**src/bsa_pkg.sv**
```systemverilog
package bsa_pkg;

   localparam int MAP_BITS_DEFAULT = 8192;
   localparam int SIZE_W = 14;
   localparam int NW_W = SIZE_W - 5;
   localparam int WORD_BITS = 64;
   localparam int BIT_W = 6;
   localparam int GROUP_WORDS = 32;
   localparam int MAP_SIZE_RESET = 8192;
   localparam int CSR_ADDR_W = 3;
   localparam int CSR_DATA_W = 32;

   localparam logic REG_MAP_SIZE = 1'b0;

   localparam logic CMD_ALLOC = 1'b0;
   localparam logic CMD_FREE = 1'b1;

   localparam logic [1:0] STATUS_OK = 2'd0;
   localparam logic [1:0] STATUS_FULL = 2'd1;
   localparam logic [1:0] STATUS_RANGE = 2'd2;

   typedef struct packed {
      logic              command;
      logic [SIZE_W-1:0] entry_index;
   } req_type;

   typedef struct packed {
      logic [SIZE_W-1:0] granted_index;
      logic [1:0]        status;
      logic [SIZE_W-1:0] free_count;
   } rsp_type;

   typedef enum logic [2:0] {
      ST_CLEAR,
      ST_IDLE,
      ST_SCAN,
      ST_FREE,
      ST_UPDATE
   } state_type;

   typedef struct packed {
      logic load;
      logic clear_step;
      logic scan_step;
      logic free_read;
      logic update;
      logic resp_full;
      logic resp_range;
   } ctrl_cmd_type;

   typedef struct packed {
      logic clear_last;
      logic scan_hit;
      logic scan_full;
      logic range_bad;
   } ctrl_status_type;

   typedef struct packed {
      logic             found;
      logic [BIT_W-1:0] index;
   } pe_type;

   function automatic pe_type lowest_set(input logic [WORD_BITS-1:0] v);
      pe_type r;
      r.found = 1'b0;
      r.index = '0;
      for (int i = WORD_BITS - 1; i >= 0; i--) begin
         if (v[i]) begin
            r.found = 1'b1;
            r.index = BIT_W'(i);
         end
      end
      return r;
   endfunction

endpackage

```
**src/bsa_ctrl.sv**
```systemverilog
module bsa_ctrl (
   input  logic                     clock,
   input  logic                     reset,
   input  logic                     start,
   input  logic                     req_command,
   input  bsa_pkg::ctrl_status_type stat,
   output bsa_pkg::ctrl_cmd_type    cmd,
   output logic                     busy
);
   import bsa_pkg::*;

   state_type state_ff;
   state_type state_in;

   always_ff @(posedge clock) begin
      if (reset) begin
         state_ff <= ST_CLEAR;
      end else begin
         state_ff <= state_in;
      end
   end

   always_comb begin
      state_in = state_ff;
      case (state_ff)
         ST_CLEAR: begin
            if (stat.clear_last) begin
               state_in = ST_IDLE;
            end
         end
         ST_IDLE: begin
            if (start) begin
               state_in = (req_command == CMD_FREE) ? ST_FREE : ST_SCAN;
            end
         end
         ST_SCAN: begin
            if (stat.scan_full) begin
               state_in = ST_IDLE;
            end else if (stat.scan_hit) begin
               state_in = ST_UPDATE;
            end
         end
         ST_FREE: begin
            state_in = stat.range_bad ? ST_IDLE : ST_UPDATE;
         end
         ST_UPDATE: begin
            state_in = ST_IDLE;
         end
         default: begin
            state_in = ST_CLEAR;
         end
      endcase
   end

   always_comb begin
      cmd = '0;
      busy = 1'b1;
      case (state_ff)
         ST_CLEAR: begin
            cmd.clear_step = 1'b1;
         end
         ST_IDLE: begin
            busy = 1'b0;
            cmd.load = start;
         end
         ST_SCAN: begin
            cmd.scan_step = 1'b1;
            cmd.resp_full = stat.scan_full;
         end
         ST_FREE: begin
            cmd.free_read = 1'b1;
            cmd.resp_range = stat.range_bad;
         end
         ST_UPDATE: begin
            cmd.update = 1'b1;
         end
         default: begin
            cmd = '0;
         end
      endcase
   end

endmodule

```
**config.mk**
```make
export PLATFORM = sky130hd
export DESIGN_NAME = bsa_ctrl
export DESIGN_NICKNAME = d
export VERILOG_FILES = /design/src/bsa_pkg.sv /design/src/bsa_ctrl.sv
export SDC_FILE = /design/constraint.sdc
export NUM_CORES = 1
export LEC_CHECK = 0
export ABC_AREA = 1
export BUFFER_PORTS_ARGS = -buffer_cell sky130_fd_sc_hd__buf_2
export CAP_MARGIN = 15
export CORE_AREA = 2 2 39 41
export CTS_CLUSTER_DIAMETER = 150
export DETAILED_ROUTE_END_ITERATION = 10
export DIE_AREA = 0 0 41 43
export SETUP_SLACK_MARGIN = 0.5
export SYNTH_ARGS = -nofsm -noshare
export SYNTH_HDL_FRONTEND = slang
export SYNTH_SLANG_ARGS = --single-unit
```
**constraint.sdc**
```tcl
create_clock -name clock -period 1.3 [get_ports clock]
set_input_delay 0.065 -clock clock [delete_from_list [all_inputs] [get_ports clock]]
set_output_delay 0.065 -clock clock [all_outputs]
set_load 0.02 [all_outputs]
```
==> impl_metrics.tcl <==
set metrics [dict create \
    clock_latency_ps 230 \
    ys_warn_count 0 \
    min_from "reset" \
    postSynthNetCount 49 \
    grt_pass1_wl_um 917 \
    setup_viol_count_final 0 \
    worstPathArrival_ps 1000 \
    vias_per_cell 4.01 \
    combPwrFrac 0.438 \
    max_stage_delay_ps 360 \
    pwr_density_cell_mw_per_mm2 1070 \
    period_minus_slack_ps 1070 \
    max_freq_mhz 936 \
    numPortBuffers 15 \
    routedWlPerCell_um 8.22 \
    num_vias 309 \
    crit_path_start_kind "flip-flop" \
    clkSinkCount 3 \
    totalWireLength_um 633 \
    reg_top3 "state_ff: 3 flops" \
    cts_htree_levels 1 \
    die_w_um 41 \
    clkPwrFrac 0.317 \
    fin_cells 77 \
    cp_top_family "flip-flops" \
    antenna_found_initial 0 \
    io_pins 16 \
    fin_crit_sh 0.822 \
    max_cap_violations 0 \
    place_congestion 0.688 \
    placed_area_um2 347 \
    cp.required_ps 1240 \
    die_area_mm2 0.00176 \
    clock-skew-final_ps 5.45 \
    layout_commonest_cell "inv_1" \
    synthCells 41 \
    drv_slew 0 \
    initial_utilization 0.166 \
    die_h_um 43 \
    seqPwrFrac 0.245 \
    ys_types 13 \
    first_pass_iters 1 \
    peakVddDrop_uv 387 \
    syn_area_per_cell_um2 5.62 \
    slowest_stage "dfxtp_4" \
    reg2reg_from "state_ff[0]$_SDFFE_PP0P_" \
    layout-drive-gt1-share 0.639 \
    grt_max_degree 8 \
    switchingPower_mw 0.184 \
    cts_tree "done" \
    worst_slew_pin_slew_ps 155 \
    leakage_nw 0.241 \
    diodes 0 \
    worstPathMaxFanout 5 \
    fin_ws_ps 231 \
    critPathCaptureType "primary output" \
    nNetsFinal 70 \
    pre_cts_slack_ps 274 \
    grt-ovfl-total 0 \
    syn2layout_area_growth_pct 106 \
    grt_pass1_vias 255 \
    crit_buf_inv 2 \
    core-area_mm2 0.00138 \
    num_rows 14 \
    finalSetupTns_ps 0 \
    grtUsageTotal 0.0792 \
    hold_viol_final 0 \
    drt_iter0_drc 0 \
    clockBufferDepth 2 \
    route.detailed.drc 0 \
    switching_share 0.362 \
    cts.clk_slew.worst_paths_ps 40 \
    status "finished clean" \
    layout_common_cells "8 x inv_1, 7 x buf_2, 6 x buf_6" \
    final_cell_area_um2 474 \
    largest_reg_flops 3 \
    path_cells "inv_4, nand3_4, nor2_4, buf_6" \
    ys_ff_latch 3 \
    min_path_type "in -> reg" \
    internal_power_mw 0.324 \
    postRouteAntennaNets 0 \
    regMostFlops "state_ff" \
    critPathLaunch "state_ff[2]$_SDFFE_PP0P_" \
    dp.cells 72 \
    cts_root_buf "clkbuf_4" \
    rsz0062_at_grt "yes" \
    crit_type "reg -> out" \
    hpwl_um 517 \
    relSlewSlack 0.896 \
    yosysSeqAreaShare 0.261 \
    syn_area_um2 230 \
    cts_buffers 3 \
]
[kinds of logic after synthesis]
logic type,Yosys count,share of synthesized area
AO/OA/AOI/OAI,3,0.0870
buffers and inverters,12,0.196
flip-flops,3,0.261
AND/OR/NAND/NOR,23,0.457
[power by group through the flow]
stage | clock network [mW] | registers [mW] | logic, mW
floorplan | 0 | 0.117 | 0.112
global placement | 0 | 0.118 | 0.155
detailed placement | 0 | 0.119 | 0.155
CTS | 0.169 | 0.126 | 0.178
global route | 0.182 | 0.126 | 0.245
finish | 0.161 | 0.125 | 0.222
[routing by layer]
| layer | track usage | up-vias | share of wire |
|---|---|---|---|
| met3 | 0.0471 | 0 | 0.081 |
| met1 | 0.0799 | 134 | 0.39 |
| met5 | 0 | - | 0 |
| li1 | - | 164 | - |
| met2 | 0.122 | 11 | 0.52 |
| met4 | 0.0400 | 0 | 0 |
[through the flow]
stage               utilization  power, mW  hold slack [ps]
floorplan                     -      0.229              120
global placement          0.250      0.274              255
detailed placement        0.250      0.274              263
CTS                       0.308      0.473             14.0
global route              0.343      0.552             22.9
finish                    0.343      0.508             28.5
[worst paths after layout]
path                                                  to  slack (ps)  cells after the start
worst max-delay path                              cmd[6]         230                      4
worst max register to register  state_ff[0]$_SDFFE_PP0P_         250                      7
worst min register to register  state_ff[1]$_SDFFE_PP0P_         560                      2
worst min-delay path            state_ff[0]$_SDFFE_PP0P_          30                      2
[area by class of cell]
class                   count  area [µm²]
flip-flops and latches      3        71.3
well taps                  16        20.0
clock buffers               4        26.3
multi-input cells          26         184
repair buffers             16         125
inverters                  12        47.5
fillers                   151         910
[synth_stat cells]
cell / n / area (µm²)
a21oi_1: 1 / 5.00
inv_2: 1 / 3.75
nand3_1: 3 / 15.0
nand3b_1: 1 / 7.51
a21oi_2: 1 / 8.76
dfxtp_1: 3 / 60.1
nand3_2: 1 / 10.0
nand2_1: 6 / 22.5
nor2_1: 10 / 37.5
o22ai_1: 1 / 6.26
inv_1: 11 / 41.3
nor2_2: 1 / 6.26
nand4_1: 1 / 6.26
[repair_timing]
item,in CTS,in global routing
setup buffers,0,1
endpoints found under the setup margin,11,11
gates resized for setup,18,13
hold buffers,0,0
pin swaps,2,6
Power figures use the tool's default switching activity.
